File: src/hdl/dws_pkg.sv
// Shared types, codes and constants for the DMA writer supervisor.
// Used by every module in the hdl folder; depends on nothing else.
package dws_pkg;

    localparam int POINTER_BITS = 14;
    localparam int LEAD_SUM_BITS = 17;
    localparam int CMD_BITS = 2;
    localparam int CFG_INDEX_BITS = 2;
    localparam int CFG_DATA_BITS = 32;

    // Result word: 170 payload bits padded to whole bytes.
    localparam int OUT_BITS = 170;
    localparam int OUT_TDATA_BITS = ((OUT_BITS + 7) / 8) * 8;

    localparam logic [31:0] STALL_TIMEOUT_RESET = 32'd4000000;
    localparam logic [31:0] REARM_TIMEOUT_RESET = 32'd80000;
    localparam logic [15:0] LEAD_TARGET_RESET = 16'd8192;
    localparam logic [15:0] BLOCK_LIMIT_RESET = 16'd256;

    localparam logic [CMD_BITS-1:0] CMD_IDLE = 2'd0;
    localparam logic [CMD_BITS-1:0] CMD_START = 2'd1;
    localparam logic [CMD_BITS-1:0] CMD_HALT = 2'd2;

    localparam logic [CFG_INDEX_BITS-1:0] CFG_STALL_TIMEOUT = 2'd0;
    localparam logic [CFG_INDEX_BITS-1:0] CFG_REARM_TIMEOUT = 2'd1;
    localparam logic [CFG_INDEX_BITS-1:0] CFG_LEAD_TARGET = 2'd2;
    localparam logic [CFG_INDEX_BITS-1:0] CFG_BLOCK_LIMIT = 2'd3;

    typedef enum logic [2:0] {
        PH_READY     = 3'd0,
        PH_DISABLING = 3'd1,
        PH_STARTING  = 3'd2,
        PH_LEAD      = 3'd3,
        PH_RUNNING   = 3'd4,
        PH_RESTART   = 3'd5,
        PH_STOPPED   = 3'd6,
        PH_ERROR     = 3'd7
    } phase_t;

    typedef enum logic [2:0] {
        FAIL_CLEAR         = 3'd0,
        FAIL_LEAD_TIMEOUT  = 3'd1,
        FAIL_PTR_STALL     = 3'd2,
        FAIL_ACK_TIMEOUT   = 3'd3,
        FAIL_REARM_TIMEOUT = 3'd4
    } fail_t;

    typedef struct packed {
        logic [31:0] stall_timeout;
        logic [31:0] rearm_timeout;
        logic [15:0] lead_target;
        logic [15:0] block_limit;
    } cfg_t;

    typedef struct packed {
        logic [31:0] gap_last;
        logic [31:0] fill_max;
        logic [31:0] fill_min;
        logic [31:0] fill_last;
        logic [15:0] rearm_count;
        logic [15:0] block_count;
        fail_t       fail_reason;
        logic        sram_claim;
        logic        tx_clock_enable;
        logic        writer_start;
        logic        writer_enable;
        phase_t      run_state;
    } result_t;

endpackage

File: src/hdl/dws_cfg.sv
// Configuration register file for the DMA writer supervisor.
// Depends on dws_pkg for the register indexes, reset values and cfg_t.
module dws_cfg (
    input  logic                               aclk,
    input  logic                               aresetn,
    input  logic                               cfg_valid,
    output logic                               cfg_ready,
    input  logic [dws_pkg::CFG_INDEX_BITS-1:0] cfg_index,
    input  logic [dws_pkg::CFG_DATA_BITS-1:0]  cfg_data,
    output dws_pkg::cfg_t                      cfg_o
);

    dws_pkg::cfg_t cfg_reg;
    dws_pkg::cfg_t cfg_next;

    assign cfg_ready = 1'b1;
    assign cfg_o = cfg_reg;

    always_comb begin
        cfg_next = cfg_reg;
        if (cfg_valid) begin
            case (cfg_index)
                dws_pkg::CFG_STALL_TIMEOUT: cfg_next.stall_timeout = cfg_data;
                dws_pkg::CFG_REARM_TIMEOUT: cfg_next.rearm_timeout = cfg_data;
                dws_pkg::CFG_LEAD_TARGET:   cfg_next.lead_target = cfg_data[15:0];
                dws_pkg::CFG_BLOCK_LIMIT:   cfg_next.block_limit = cfg_data[15:0];
                default:                    cfg_next = cfg_reg;
            endcase
        end
    end

    always_ff @(posedge aclk) begin
        if (!aresetn) begin
            cfg_reg.stall_timeout <= dws_pkg::STALL_TIMEOUT_RESET;
            cfg_reg.rearm_timeout <= dws_pkg::REARM_TIMEOUT_RESET;
            cfg_reg.lead_target <= dws_pkg::LEAD_TARGET_RESET;
            cfg_reg.block_limit <= dws_pkg::BLOCK_LIMIT_RESET;
        end else begin
            cfg_reg <= cfg_next;
        end
    end

endmodule

File: src/hdl/dws_fsm.sv
// Supervisor state machine, tick counter, timers and fill statistics.
// Depends on dws_pkg; evaluates one registered input word per step.
module dws_fsm #(
    parameter int POINTER_BITS = dws_pkg::POINTER_BITS
) (
    input  logic                         aclk,
    input  logic                         aresetn,
    input  logic                         step_i,
    input  logic [dws_pkg::CMD_BITS-1:0] cmd_i,
    input  logic [POINTER_BITS-1:0]      ptr_i,
    input  logic                         done_i,
    input  logic                         enrb_i,
    input  dws_pkg::cfg_t                cfg_i,
    output dws_pkg::result_t             res_o
);

    localparam int LW = dws_pkg::LEAD_SUM_BITS;

    dws_pkg::phase_t phase_reg, phase_next;
    dws_pkg::fail_t  fail_reg, fail_next;
    logic [31:0] tick_reg, tick_next;
    logic [POINTER_BITS-1:0] prev_ptr_reg, prev_ptr_next;
    logic [LW-1:0] lead_sum_reg, lead_sum_next;
    logic [31:0] fill_start_reg, fill_start_next;
    logic [31:0] progress_reg, progress_next;
    logic [31:0] done_time_reg, done_time_next;
    logic [15:0] blocks_reg, blocks_next;
    logic [15:0] restarts_reg, restarts_next;
    logic [31:0] fill_last_reg, fill_last_next;
    logic [31:0] fill_min_reg, fill_min_next;
    logic [31:0] fill_max_reg, fill_max_next;
    logic [31:0] gap_reg, gap_next;

    logic pulse;
    logic ptr_full;
    logic [POINTER_BITS-1:0] ptr_diff;
    logic [LW-1:0] lead_acc;
    logic [31:0] since_done;
    logic [31:0] since_fill;
    logic [31:0] progress_eff;
    logic [31:0] fill_time;

    assign ptr_full = (ptr_i == {POINTER_BITS{1'b1}});
    assign ptr_diff = ptr_i - prev_ptr_reg;
    assign lead_acc = lead_sum_reg + LW'(ptr_diff);
    assign since_done = tick_reg - done_time_reg;
    assign since_fill = tick_reg - fill_start_reg;
    assign fill_time = since_fill;
    assign progress_eff = (ptr_i != prev_ptr_reg) ? tick_reg : progress_reg;

    // Next state and datapath for one tick.
    always_comb begin
        phase_next = phase_reg;
        fail_next = fail_reg;
        tick_next = tick_reg;
        prev_ptr_next = prev_ptr_reg;
        lead_sum_next = lead_sum_reg;
        fill_start_next = fill_start_reg;
        progress_next = progress_reg;
        done_time_next = done_time_reg;
        blocks_next = blocks_reg;
        restarts_next = restarts_reg;
        fill_last_next = fill_last_reg;
        fill_min_next = fill_min_reg;
        fill_max_next = fill_max_reg;
        gap_next = gap_reg;
        pulse = 1'b0;
        if (step_i) begin
            tick_next = tick_reg + 32'd1;
            case (phase_reg)
                dws_pkg::PH_DISABLING: begin
                    if (!enrb_i && !done_i) begin
                        phase_next = dws_pkg::PH_STARTING;
                        pulse = 1'b1;
                    end else if (since_done > cfg_i.rearm_timeout) begin
                        fail_next = dws_pkg::FAIL_ACK_TIMEOUT;
                        phase_next = dws_pkg::PH_ERROR;
                    end
                end
                dws_pkg::PH_STARTING: begin
                    if (enrb_i && !done_i) begin
                        if (blocks_reg == 16'd0) begin
                            prev_ptr_next = ptr_i;
                            lead_sum_next = '0;
                            fill_start_next = tick_reg;
                            phase_next = dws_pkg::PH_LEAD;
                        end else begin
                            phase_next = dws_pkg::PH_RESTART;
                        end
                    end else begin
                        fail_next = dws_pkg::FAIL_ACK_TIMEOUT;
                        phase_next = dws_pkg::PH_ERROR;
                    end
                end
                dws_pkg::PH_LEAD: begin
                    // An unchanged pointer adds zero, so the sum is always updated.
                    lead_sum_next = lead_acc;
                    prev_ptr_next = ptr_i;
                    if (since_fill > cfg_i.stall_timeout) begin
                        fail_next = dws_pkg::FAIL_LEAD_TIMEOUT;
                        phase_next = dws_pkg::PH_ERROR;
                    end else if (lead_acc >= LW'(cfg_i.lead_target)) begin
                        progress_next = tick_reg;
                        phase_next = dws_pkg::PH_RUNNING;
                    end
                end
                dws_pkg::PH_RUNNING: begin
                    if (cmd_i == dws_pkg::CMD_HALT) begin
                        phase_next = dws_pkg::PH_STOPPED;
                    end else begin
                        prev_ptr_next = ptr_i;
                        progress_next = progress_eff;
                        if (done_i && ptr_full) begin
                            fill_last_next = fill_time;
                            if (fill_time < fill_min_reg) begin
                                fill_min_next = fill_time;
                            end
                            if (fill_time > fill_max_reg) begin
                                fill_max_next = fill_time;
                            end
                            blocks_next = blocks_reg + 16'd1;
                            done_time_next = tick_reg;
                            phase_next = dws_pkg::PH_DISABLING;
                        end else if (tick_reg - progress_eff > cfg_i.stall_timeout) begin
                            fail_next = dws_pkg::FAIL_PTR_STALL;
                            phase_next = dws_pkg::PH_ERROR;
                        end
                    end
                end
                dws_pkg::PH_RESTART: begin
                    if (!ptr_full) begin
                        gap_next = since_done;
                        restarts_next = restarts_reg + 16'd1;
                        prev_ptr_next = ptr_i;
                        fill_start_next = tick_reg;
                        progress_next = tick_reg;
                        phase_next = (blocks_reg >= cfg_i.block_limit) ?
                                     dws_pkg::PH_STOPPED : dws_pkg::PH_RUNNING;
                    end else if (since_done > cfg_i.rearm_timeout) begin
                        fail_next = dws_pkg::FAIL_REARM_TIMEOUT;
                        phase_next = dws_pkg::PH_ERROR;
                    end
                end
                default: begin
                    // Ready, stopped and error: only a start command matters.
                    if (cmd_i == dws_pkg::CMD_START) begin
                        blocks_next = '0;
                        restarts_next = '0;
                        fill_last_next = '0;
                        fill_min_next = '1;
                        fill_max_next = '0;
                        gap_next = '0;
                        fail_next = dws_pkg::FAIL_CLEAR;
                        lead_sum_next = '0;
                        done_time_next = tick_reg;
                        phase_next = dws_pkg::PH_DISABLING;
                    end
                end
            endcase
        end
    end

    // Result fields, taken from the state after the tick.
    always_comb begin
        res_o.run_state = phase_next;
        res_o.writer_enable = phase_next inside {[dws_pkg::PH_STARTING:dws_pkg::PH_RESTART]};
        res_o.writer_start = pulse;
        res_o.tx_clock_enable = (phase_next inside {dws_pkg::PH_RUNNING, dws_pkg::PH_RESTART})
            || ((phase_next inside {dws_pkg::PH_DISABLING, dws_pkg::PH_STARTING})
                && (blocks_next != 16'd0));
        res_o.sram_claim = phase_next inside {[dws_pkg::PH_DISABLING:dws_pkg::PH_RESTART]};
        res_o.fail_reason = fail_next;
        res_o.block_count = blocks_next;
        res_o.rearm_count = restarts_next;
        res_o.fill_last = fill_last_next;
        res_o.fill_min = fill_min_next;
        res_o.fill_max = fill_max_next;
        res_o.gap_last = gap_next;
    end

    always_ff @(posedge aclk) begin
        if (!aresetn) begin
            phase_reg <= dws_pkg::PH_READY;
            fail_reg <= dws_pkg::FAIL_CLEAR;
            tick_reg <= '0;
            prev_ptr_reg <= '0;
            lead_sum_reg <= '0;
            fill_start_reg <= '0;
            progress_reg <= '0;
            done_time_reg <= '0;
            blocks_reg <= '0;
            restarts_reg <= '0;
            fill_last_reg <= '0;
            fill_min_reg <= '1;
            fill_max_reg <= '0;
            gap_reg <= '0;
        end else begin
            phase_reg <= phase_next;
            fail_reg <= fail_next;
            tick_reg <= tick_next;
            prev_ptr_reg <= prev_ptr_next;
            lead_sum_reg <= lead_sum_next;
            fill_start_reg <= fill_start_next;
            progress_reg <= progress_next;
            done_time_reg <= done_time_next;
            blocks_reg <= blocks_next;
            restarts_reg <= restarts_next;
            fill_last_reg <= fill_last_next;
            fill_min_reg <= fill_min_next;
            fill_max_reg <= fill_max_next;
            gap_reg <= gap_next;
        end
    end

    // The lead wait only happens on the first arm of a run.
    a_lead_first_arm: assert property (@(posedge aclk) disable iff (!aresetn)
        phase_reg == dws_pkg::PH_LEAD |-> blocks_reg == 16'd0)
        else $error("lead wait entered after a completed block");

    // Once a block has completed, the statistics are ordered.
    a_fill_order: assert property (@(posedge aclk) disable iff (!aresetn)
        blocks_reg != 16'd0 |-> fill_min_reg <= fill_max_reg)
        else $error("fill minimum exceeds fill maximum");

    // A stop command while running ends the run on that tick.
    a_stop_running: assert property (@(posedge aclk) disable iff (!aresetn)
        step_i && phase_reg == dws_pkg::PH_RUNNING && cmd_i == dws_pkg::CMD_HALT
        |=> phase_reg == dws_pkg::PH_STOPPED)
        else $error("stop command not honored while running");

    // The tick counter advances only with an evaluated word.
    a_tick_step: assert property (@(posedge aclk) disable iff (!aresetn)
        !step_i |=> $stable(tick_reg))
        else $error("tick counter moved without a word");

endmodule

File: src/hdl/dws_out.sv
// Result register and master-side handshake for the DMA writer supervisor.
// Depends on dws_pkg for result_t and the result word width.
module dws_out (
    input  logic                                aclk,
    input  logic                                aresetn,
    input  logic                                load_i,
    input  dws_pkg::result_t                    res_i,
    output logic                                space_o,
    output logic                                m_tvalid,
    input  logic                                m_tready,
    output logic [dws_pkg::OUT_TDATA_BITS-1:0]  m_tdata
);

    logic valid_reg, valid_next;
    dws_pkg::result_t res_reg;

    // The register can take a new word when empty or when its word leaves now.
    assign space_o = !valid_reg || m_tready;
    assign m_tvalid = valid_reg;
    assign m_tdata = {{(dws_pkg::OUT_TDATA_BITS - dws_pkg::OUT_BITS){1'b0}}, res_reg};

    always_comb begin
        valid_next = valid_reg;
        if (load_i) begin
            valid_next = 1'b1;
        end else if (m_tready) begin
            valid_next = 1'b0;
        end
    end

    always_ff @(posedge aclk) begin
        if (!aresetn) begin
            valid_reg <= 1'b0;
        end else begin
            valid_reg <= valid_next;
        end
    end

    always_ff @(posedge aclk) begin
        if (load_i) begin
            res_reg <= res_i;
        end
    end

endmodule

File: src/hdl/dws_in.sv
// Input word register for the DMA writer supervisor: captures one status word
// and holds it until the supervisor evaluates it. Depends on dws_pkg.
module dws_in #(
    parameter int POINTER_BITS = dws_pkg::POINTER_BITS
) (
    input  logic                         aclk,
    input  logic                         aresetn,
    input  logic                         accept_i,
    input  logic                         step_i,
    input  logic [dws_pkg::CMD_BITS-1:0] cmd_i,
    input  logic [POINTER_BITS-1:0]      ptr_i,
    input  logic                         done_i,
    input  logic                         enrb_i,
    output logic                         valid_o,
    output logic [dws_pkg::CMD_BITS-1:0] cmd_o,
    output logic [POINTER_BITS-1:0]      ptr_o,
    output logic                         done_o,
    output logic                         enrb_o
);

    logic valid_reg, valid_next;
    logic [dws_pkg::CMD_BITS-1:0] cmd_reg;
    logic [POINTER_BITS-1:0] ptr_reg;
    logic done_reg;
    logic enrb_reg;

    assign valid_o = valid_reg;
    assign cmd_o = cmd_reg;
    assign ptr_o = ptr_reg;
    assign done_o = done_reg;
    assign enrb_o = enrb_reg;

    always_comb begin
        valid_next = valid_reg;
        if (accept_i) begin
            valid_next = 1'b1;
        end else if (step_i) begin
            valid_next = 1'b0;
        end
    end

    always_ff @(posedge aclk) begin
        if (!aresetn) begin
            valid_reg <= 1'b0;
        end else begin
            valid_reg <= valid_next;
        end
    end

    always_ff @(posedge aclk) begin
        if (accept_i) begin
            cmd_reg <= cmd_i;
            ptr_reg <= ptr_i;
            done_reg <= done_i;
            enrb_reg <= enrb_i;
        end
    end

endmodule

File: src/hdl/dma_writer_supervisor_unit.sv
// DMA writer supervisor, top level: input register, state machine, result
// register and configuration registers. Depends on dws_pkg and the hdl dws_* modules.
//
// Usage: every timer tick the host sends one word on the s_ channel carrying
// a command, the writer's pointer, its done flag and its enable readback.
// For each word the block returns exactly one word on the m_ channel with
// the phase after that tick, the writer and clock controls, the failure code,
// the block and restart counts and the fill and gap times.
// A start command claims SRAM and cycles the writer's enable, a lead wait
// follows, then the run phase re-arms the writer on every done at the top
// of the ring. Stall, acknowledge and restart timeouts end in the error phase.
// An accepted word waits in the input register until the result register has
// room, then is evaluated into it; m_tvalid rises when the result is loaded.
// Throughput: one word per cycle while the receiver does not stall; the critical
// path is one 32-bit subtract and compare in the timeout checks.
// Stalls: s_tready stays high while the input register is empty or the
// result register is free or being emptied, so one word can wait on each
// side. A stalled receiver halts evaluation; no word is lost or repeated.
// Reset (aresetn low at a clock edge) puts the block in the ready phase with all
// counters cleared and the configuration registers at their defaults. The user must
// write configuration on the cfg_ channel only while no word is in flight (not enforced).
module dma_writer_supervisor_unit #(
    parameter int POINTER_BITS = dws_pkg::POINTER_BITS,
    localparam int IN_BITS = dws_pkg::CMD_BITS + POINTER_BITS + 2,
    localparam int IN_TDATA_BITS = ((IN_BITS + 7) / 8) * 8
) (
    input  logic                               aclk,
    input  logic                               aresetn,
    // s_tdata, from bit 0 up: command, write_pointer, done_flag,
    // enable_readback, zero padding.
    input  logic                               s_tvalid,
    output logic                               s_tready,
    input  logic [IN_TDATA_BITS-1:0]           s_tdata,
    // m_tdata, from bit 0 up: run_state, writer_enable, writer_start,
    // tx_clock_enable, sram_claim, fail_reason, block_count, rearm_count,
    // fill_last, fill_min, fill_max, gap_last, zero padding.
    output logic                               m_tvalid,
    input  logic                               m_tready,
    output logic [dws_pkg::OUT_TDATA_BITS-1:0] m_tdata,
    // Configuration: index 0 stall_timeout, 1 rearm_timeout, 2 lead_target,
    // 3 block_limit.
    input  logic                               cfg_valid,
    output logic                               cfg_ready,
    input  logic [dws_pkg::CFG_INDEX_BITS-1:0] cfg_index,
    input  logic [dws_pkg::CFG_DATA_BITS-1:0]  cfg_data
);

    localparam int CW = dws_pkg::CMD_BITS;

    logic s_accept;
    logic step;
    logic out_space;
    logic in_valid;
    logic [CW-1:0] in_cmd;
    logic [POINTER_BITS-1:0] in_ptr;
    logic in_done;
    logic in_enrb;
    dws_pkg::cfg_t cfg;
    dws_pkg::result_t res;

    // A word is evaluated when one is held and the result register has room.
    assign step = in_valid && out_space;
    assign s_tready = !in_valid || out_space;
    assign s_accept = s_tvalid && s_tready;

    dws_in #(
        .POINTER_BITS(POINTER_BITS)
    ) u_in (
        .aclk     (aclk),
        .aresetn  (aresetn),
        .accept_i (s_accept),
        .step_i   (step),
        .cmd_i    (s_tdata[CW-1:0]),
        .ptr_i    (s_tdata[CW+POINTER_BITS-1:CW]),
        .done_i   (s_tdata[CW+POINTER_BITS]),
        .enrb_i   (s_tdata[CW+POINTER_BITS+1]),
        .valid_o  (in_valid),
        .cmd_o    (in_cmd),
        .ptr_o    (in_ptr),
        .done_o   (in_done),
        .enrb_o   (in_enrb)
    );

    dws_cfg u_cfg (
        .aclk      (aclk),
        .aresetn   (aresetn),
        .cfg_valid (cfg_valid),
        .cfg_ready (cfg_ready),
        .cfg_index (cfg_index),
        .cfg_data  (cfg_data),
        .cfg_o     (cfg)
    );

    dws_fsm #(
        .POINTER_BITS(POINTER_BITS)
    ) u_fsm (
        .aclk    (aclk),
        .aresetn (aresetn),
        .step_i  (step),
        .cmd_i   (in_cmd),
        .ptr_i   (in_ptr),
        .done_i  (in_done),
        .enrb_i  (in_enrb),
        .cfg_i   (cfg),
        .res_o   (res)
    );

    dws_out u_out (
        .aclk     (aclk),
        .aresetn  (aresetn),
        .load_i   (step),
        .res_i    (res),
        .space_o  (out_space),
        .m_tvalid (m_tvalid),
        .m_tready (m_tready),
        .m_tdata  (m_tdata)
    );

endmodule

File: config.mk
export PLATFORM = sky130hd
export DESIGN_NAME = dma_writer_supervisor_unit
export DESIGN_NICKNAME = d
export VERILOG_FILES = /design/src/hdl/dws_pkg.sv /design/src/hdl/dws_cfg.sv /design/src/hdl/dws_fsm.sv /design/src/hdl/dws_out.sv /design/src/hdl/dws_in.sv /design/src/hdl/dma_writer_supervisor_unit.sv
export SDC_FILE = /design/constraint.sdc
export NUM_CORES = 2
export LEC_CHECK = 0
export BUFFER_PORTS_ARGS = -buffer_cell sky130_fd_sc_hd__buf_2
export CORE_ASPECT_RATIO = 1.1
export CORE_MARGIN = 2
export CORE_UTILIZATION = 30
export CTS_BUF_LIST = sky130_fd_sc_hd__clkbuf_8
export CTS_CLUSTER_DIAMETER = 60
export DETAILED_ROUTE_END_ITERATION = 10
export PLACE_DENSITY = 0.51
export SLEW_MARGIN = 20
export SYNTH_ARGS = -nofsm -noshare
export SYNTH_HDL_FRONTEND = slang
export SYNTH_SLANG_ARGS = --single-unit
File: constraint.sdc
create_clock -name aclk -period 15.2 [get_ports aclk]
set_input_delay 0 -clock aclk [delete_from_list [all_inputs] [get_ports aclk]]
set_output_delay 0 -clock aclk [all_outputs]
set_load 0.05 [all_outputs]
## Word-level counts from Yosys, hierarchy flattened

Index checks and enable logic that the tools add are counted.

| storage, ports and cells | value |
|---|---|
| flip-flop bits (word level) | 611 |
| input bits | 63 |
| output and inout port bits | 179 |
| logic and storage cells | 201 |

| cells by class | value |
|---|---|
| add/sub/neg operators | 8 |
| $lt $le $gt $ge | 10 |
| equality and inequality tests | 23 |
| muxes and demuxes | 83 |
| bitwise operators | 2 |
| reductions and logical operators | 39 |

Operators by type and width:

| kind | count |
|---|---|
| 2-to-1 mux 32 bit | 27 |
| case mux 32 bit (2 select lines) | 6 |
| > comparator 32 bit | 4 |
| 2-to-1 mux 16 bit | 7 |
| case mux 32 bit (3 select lines) | 1 |
| subtractor 32 bit | 3 |
| 2-to-1 mux 3 bit | 23 |
| case mux 16 bit (2 select lines) | 2 |
| 2-to-1 mux 14 bit | 4 |
| case mux 14 bit (4 select lines) | 1 |
| 2-to-1 mux 17 bit | 3 |
| case mux 17 bit (3 select lines) | 1 |
| adder 16 x 1 -> 16 bit (second input constant) | 2 |
| adder 32 x 1 -> 32 bit (second input constant) | 1 |
| less-than comparator 32 bit | 1 |
| case mux 3 bit (5 select lines) | 2 |
| adder 17 x 14 -> 17 bit | 1 |
| >= comparator 17 x 16 -> 1 bit | 1 |
| >= comparator 16 bit | 1 |
| logical NOT 16 bit | 1 |
| nonzero test 16 bit | 1 |
| AND reduction 5 bit | 3 |
| equality test 14 bit (second input constant) | 1 |
| inequality test 14 bit | 1 |
| 25 further kinds | 67 |

## Longest topological paths before layout

| depth | value |
|---|---|
| depth after elaboration | 13 |
| gate-level depth with buffers | 32 |
| mapped depth without buffers | 31 |

## By module

Synthesis repeated with hierarchy kept, for this count alone.

| unflattened totals | value |
|---|---|
| cell total of the unflattened synthesis | 3685 |
| area, all modules | 34249.1 um2 |

By module, submodules not included:

| module | instances | cells each | area each (um2) | seq. area each (um2) |
|---|---|---|---|---|
| dws_fsm | 1 | 3116 | 24726.2 | 6506.2 |
| dws_out | 1 | 181 | 5202.5 | 5124.9 |
| dws_cfg | 1 | 364 | 3708.6 | 1921.8 |
| dws_in | 1 | 21 | 581.8 | 560.5 |
| dma_writer_supervisor_unit | 1 | 3 | 30.0 | 0.0 |

## Least setup slack after synthesis

Ideal clock, no wire load.

| timing | value |
|---|---|
| kind | register to register |
| start point | register u_out.valid_reg (netlist: u_out.m_tvalid) |
| end point | register u_fsm.fail_reg[2] |
| setup time | 115 ps |
| data arrival time | 7230 ps |
| required time | 15085 ps |
| path slack | 7855 ps |
| stages on the path, launching flop included | 9 |
| buffers on the path | 1 |
| period minus slack after synthesis | 7345 ps |
| path through | dfxtp_1 > nand2b_1 > nand2_1 > inv_1 > buf_1 > o311ai_0 > nor4_1 > o22ai_1 > and2_1 |

RTL lines:

| element | RTL line | RTL |
|---|---|---|
| from (decl) | dws_out.sv:14 | `logic valid_reg, valid_next;` |
| from (signal assigned) | dws_out.sv:35 | `valid_reg <= valid_next;` |
| to (signal assigned) | dws_fsm.sv:184 | `fail_reg <= dws_pkg::FAIL_CLEAR;` |
| to (signal assigned) | dws_fsm.sv:199 | `fail_reg <= fail_next;` |
| to (decl) | dws_fsm.sv:20 | `dws_pkg::fail_t fail_reg, fail_next;` |

==> flow_summary.ini <==
[place]
dp_hpwl_mm = 79.28
dpl-instance-area_mm2 = 0.03682
pre_cts_slack_ps = 6570
port_buffers = 228
gp_congestion = 0.9010

[clock_tree]
htree_levels = 3
clk_pin_slew_worst_paths_ps = 60
cts-root-buf = clkbuf_8
insertion_delay_ps = 790
cts_inserted_buffers = 111
cts_tree = done
clkSinkCount = 611
cts.repair.resized = 0
cts_buffer_depth = 3

[sta]
fin_tns_setup_ps = 0
worst_slack_ps = 6538
fin_crit_sh_pct = 56.99
maxSlewHeadroom_pct = 27.74
period_needed_ps = 8662
fmax_ghz = 0.1154
clock_skew_ps = 73.77
timing.hold.ws_ps = 83.17
setup_viol = 0
rsz0062_at_grt = false
tightest_slew_ps = 1084
hold_violations = 0
finalMaxSlewViolations = 0

[worst_setup_path]
critPathMaxStageDelay_ps = 810
endpoint_kind = flop
crit_type = flop to flop
arrival_ps = 9190
crit_path_top_delay_cell = nor3_1
critPathMostFrequentCell = ha_1
start_kind = flop
critical_path_peak_fanout = 24
cp.required_ps = 15730

[drt]
drtPass1Iterations = 6
vias_per_cell = 4.985
drt-initial-drc-count = 1952
route.detailed.drc = 0
routedWlPerCell_um = 18.95
ant_nets = 0
num_vias = 28752
wirelength_mm = 109.3

[die]
core_area_mm2 = 0.1125
dieHeight_um = 357.5
dieArea_mm2 = 0.1163
core.rowCount = 129
chipWidth_um = 325.3
start_util_pct = 30.29
pin_count = 242

[synthesis]
synth.yosys.seq_area_share_pct = 41.42
synth_cell_type_count = 93
ys_ff_latch = 611
synthesis.area_mm2 = 0.03407
syn_avg_cell_area_um2 = 8.811
ys_warn_count = 0
synthCells = 3867
async_flop_share_pct = 0
synth_top_flop_cell = dfxtp_1
synth_enable_flop_cells = 188

[cells_and_area]
area_growth_pct = 18.20
drive_above_1_share_pct = 11.72
final_area_mm2 = 0.04027
utilization_pct = 35.80
largest_reg_flops = 170
filler_cell_count = 11719
finalNetCount = 4539

[grt]
grt_usage_pct = 18.18
grt_max_degree = 143
grt_antenna_before_repair = 3
grt_pass1_wl_mm = 164.0
grt_pass1_vias = 27221
grt_overflow = 0

[min_path]
hp-class = primary input to flop

[run_status]
status = complete, no violations

[run]
cap_violations = 0

[power_and_ir_drop]
ir_worst_vdd_mv = 0.07043
power_density_mw_per_mm2 = 98.29
total_leakage_power_nw = 16.72
## worst max-delay path, delay by kind of cell, from the launching register on
family                     cells  cell delay [ps]
and+or+nand+nor               10             2840
AOI/OAI and AO/OA             10             2780
adders and majority gates      4             1290
DFF                            1              490
buffers and inverters          2              470
muxes                          1              410
xor gates and xnor gates       1              110
## cells in the final DEF, fill, tap and decap left out, drive strengths merged, types with 10 or more instances in the layout
master         n
a21oi        345
o31ai         11
and2         101
and4          10
a22o          55
nand2        500
clkinv        31
o21ai        183
ha           310
o211ai        30
nor3          42
edfxtp       188
bufinv        13
or3           19
and3          32
clkbuf       133
o21a          30
dfxtp        423
mux2i         75
a31oi         30
nand3        107
nand4         67
buf          275
nand2b        53
inv          327
xor2          58
nor4          27
dlygate4sd3   87
nor2         265
a41oi         11
a21o          89
o21bai        14
a211oi        19
xnor2         83
o22a          29
nor2b         31
## report_power, final
group	leakage [nW]	switching (mW)	total [mW]	internal [mW]
clock	1.42	0.767	1.79	1.03
sequential	5.10	0.0177	1.73	1.71
combinational	10.2	0.301	0.438	0.137
total	16.7	1.09	3.96	2.87
## timing repair
action / in CTS / in global routing
hold endpoints to repair: 177 / 0
buffers inserted: 0 / 0
hold buffers: 87 / 0
## routing by layer
metal / vias to the layer above / GRT usage [%] / part of all wire, %
li1: 14269 / - / -
met1: 13705 / 25.15 / 48
met2: 631 / 29.74 / 45
met3: 147 / 2.618 / 4.4
met4: 0 / 4.537 / 2.1
met5: - / 0 / 0
## Yosys cell counts, types with 9 or more instances
master,number,area (um2)
nand2b_1,53,331.6
or2_2,9,56.30
nor2_1,263,987.2
o22a_1,29,254.0
and2_1,100,625.6
o31ai_1,11,82.58
edfxtp_1,188,5645
nand4_1,66,412.9
a21o_1,89,668.1
dfxtp_1,423,8468
a22o_1,55,481.7
inv_1,294,1104
or3_1,19,118.9
xor2_1,58,508.0
nand3_1,107,535.5
clkbuf_1,159,596.8
o211ai_1,30,225.2
nor3_1,41,205.2
and4_1,10,87.58
nand2_1,500,1877
o21ai_0,165,825.8
o21bai_1,14,105.1
a31oi_1,30,187.7
o21a_1,30,225.2
a41oi_1,11,96.34
buf_1,14,52.55
a22oi_1,9,67.56
a21oi_1,345,1727
o21ai_1,16,80.08
a211oi_1,19,142.6
mux2i_1,75,750.7
nor2b_1,31,193.9
and3_1,32,200.2
nor4_1,25,156.4
ha_1,310,3879
xnor2_1,83,727.0
## path summary, 6_finish.rpt
path                            cells after the start             from          endpoint  slack, ps
worst min-delay path                                4     cfg_data[23]   u_cfg.cfg_o[87]         80
worst max register to register                     28    u_in.ptr_o[2]  u_out.m_tdata[5]       6540
worst min register to register                      2  u_cfg.cfg_o[28]   u_cfg.cfg_o[28]        450
worst max-delay path                               28    u_in.ptr_o[2]  u_out.m_tdata[5]       6540
## through the flow
step	cells	total power, mW
final	5768	3.958
after global routing	5768	4.116
after CTS	5764	4.004
after detailed placement	5467	2.184
after global placement	5467	2.182
after floorplan	3872	2.048
## kinds of logic after synthesis
| logic type | synth area share [%] |
|---|---|
| buffers and inverters | 5.413 |
| and+or+nand+nor | 17.87 |
| adders and majority gates | 11.62 |
| DFF | 41.42 |
| muxes | 2.236 |
| AOI/OAI and AO/OA | 17.79 |
| xor gates and xnor gates | 3.625 |
| other | 0.02204 |
## area by class of cell
class	count	area, um2	area share (%)
clock buffers	133	1831	4.545
multi-input cells	2780	18210	45.21
repair buffers	362	2371	5.887
diodes	3	7.507	0.01864
flip-flops and latches	611	14110	35.05
inverters	296	1126	2.796
clock inverters	77	732.0	1.818
well taps	1506	1884	4.679
(Power assumes the default switching activity.)
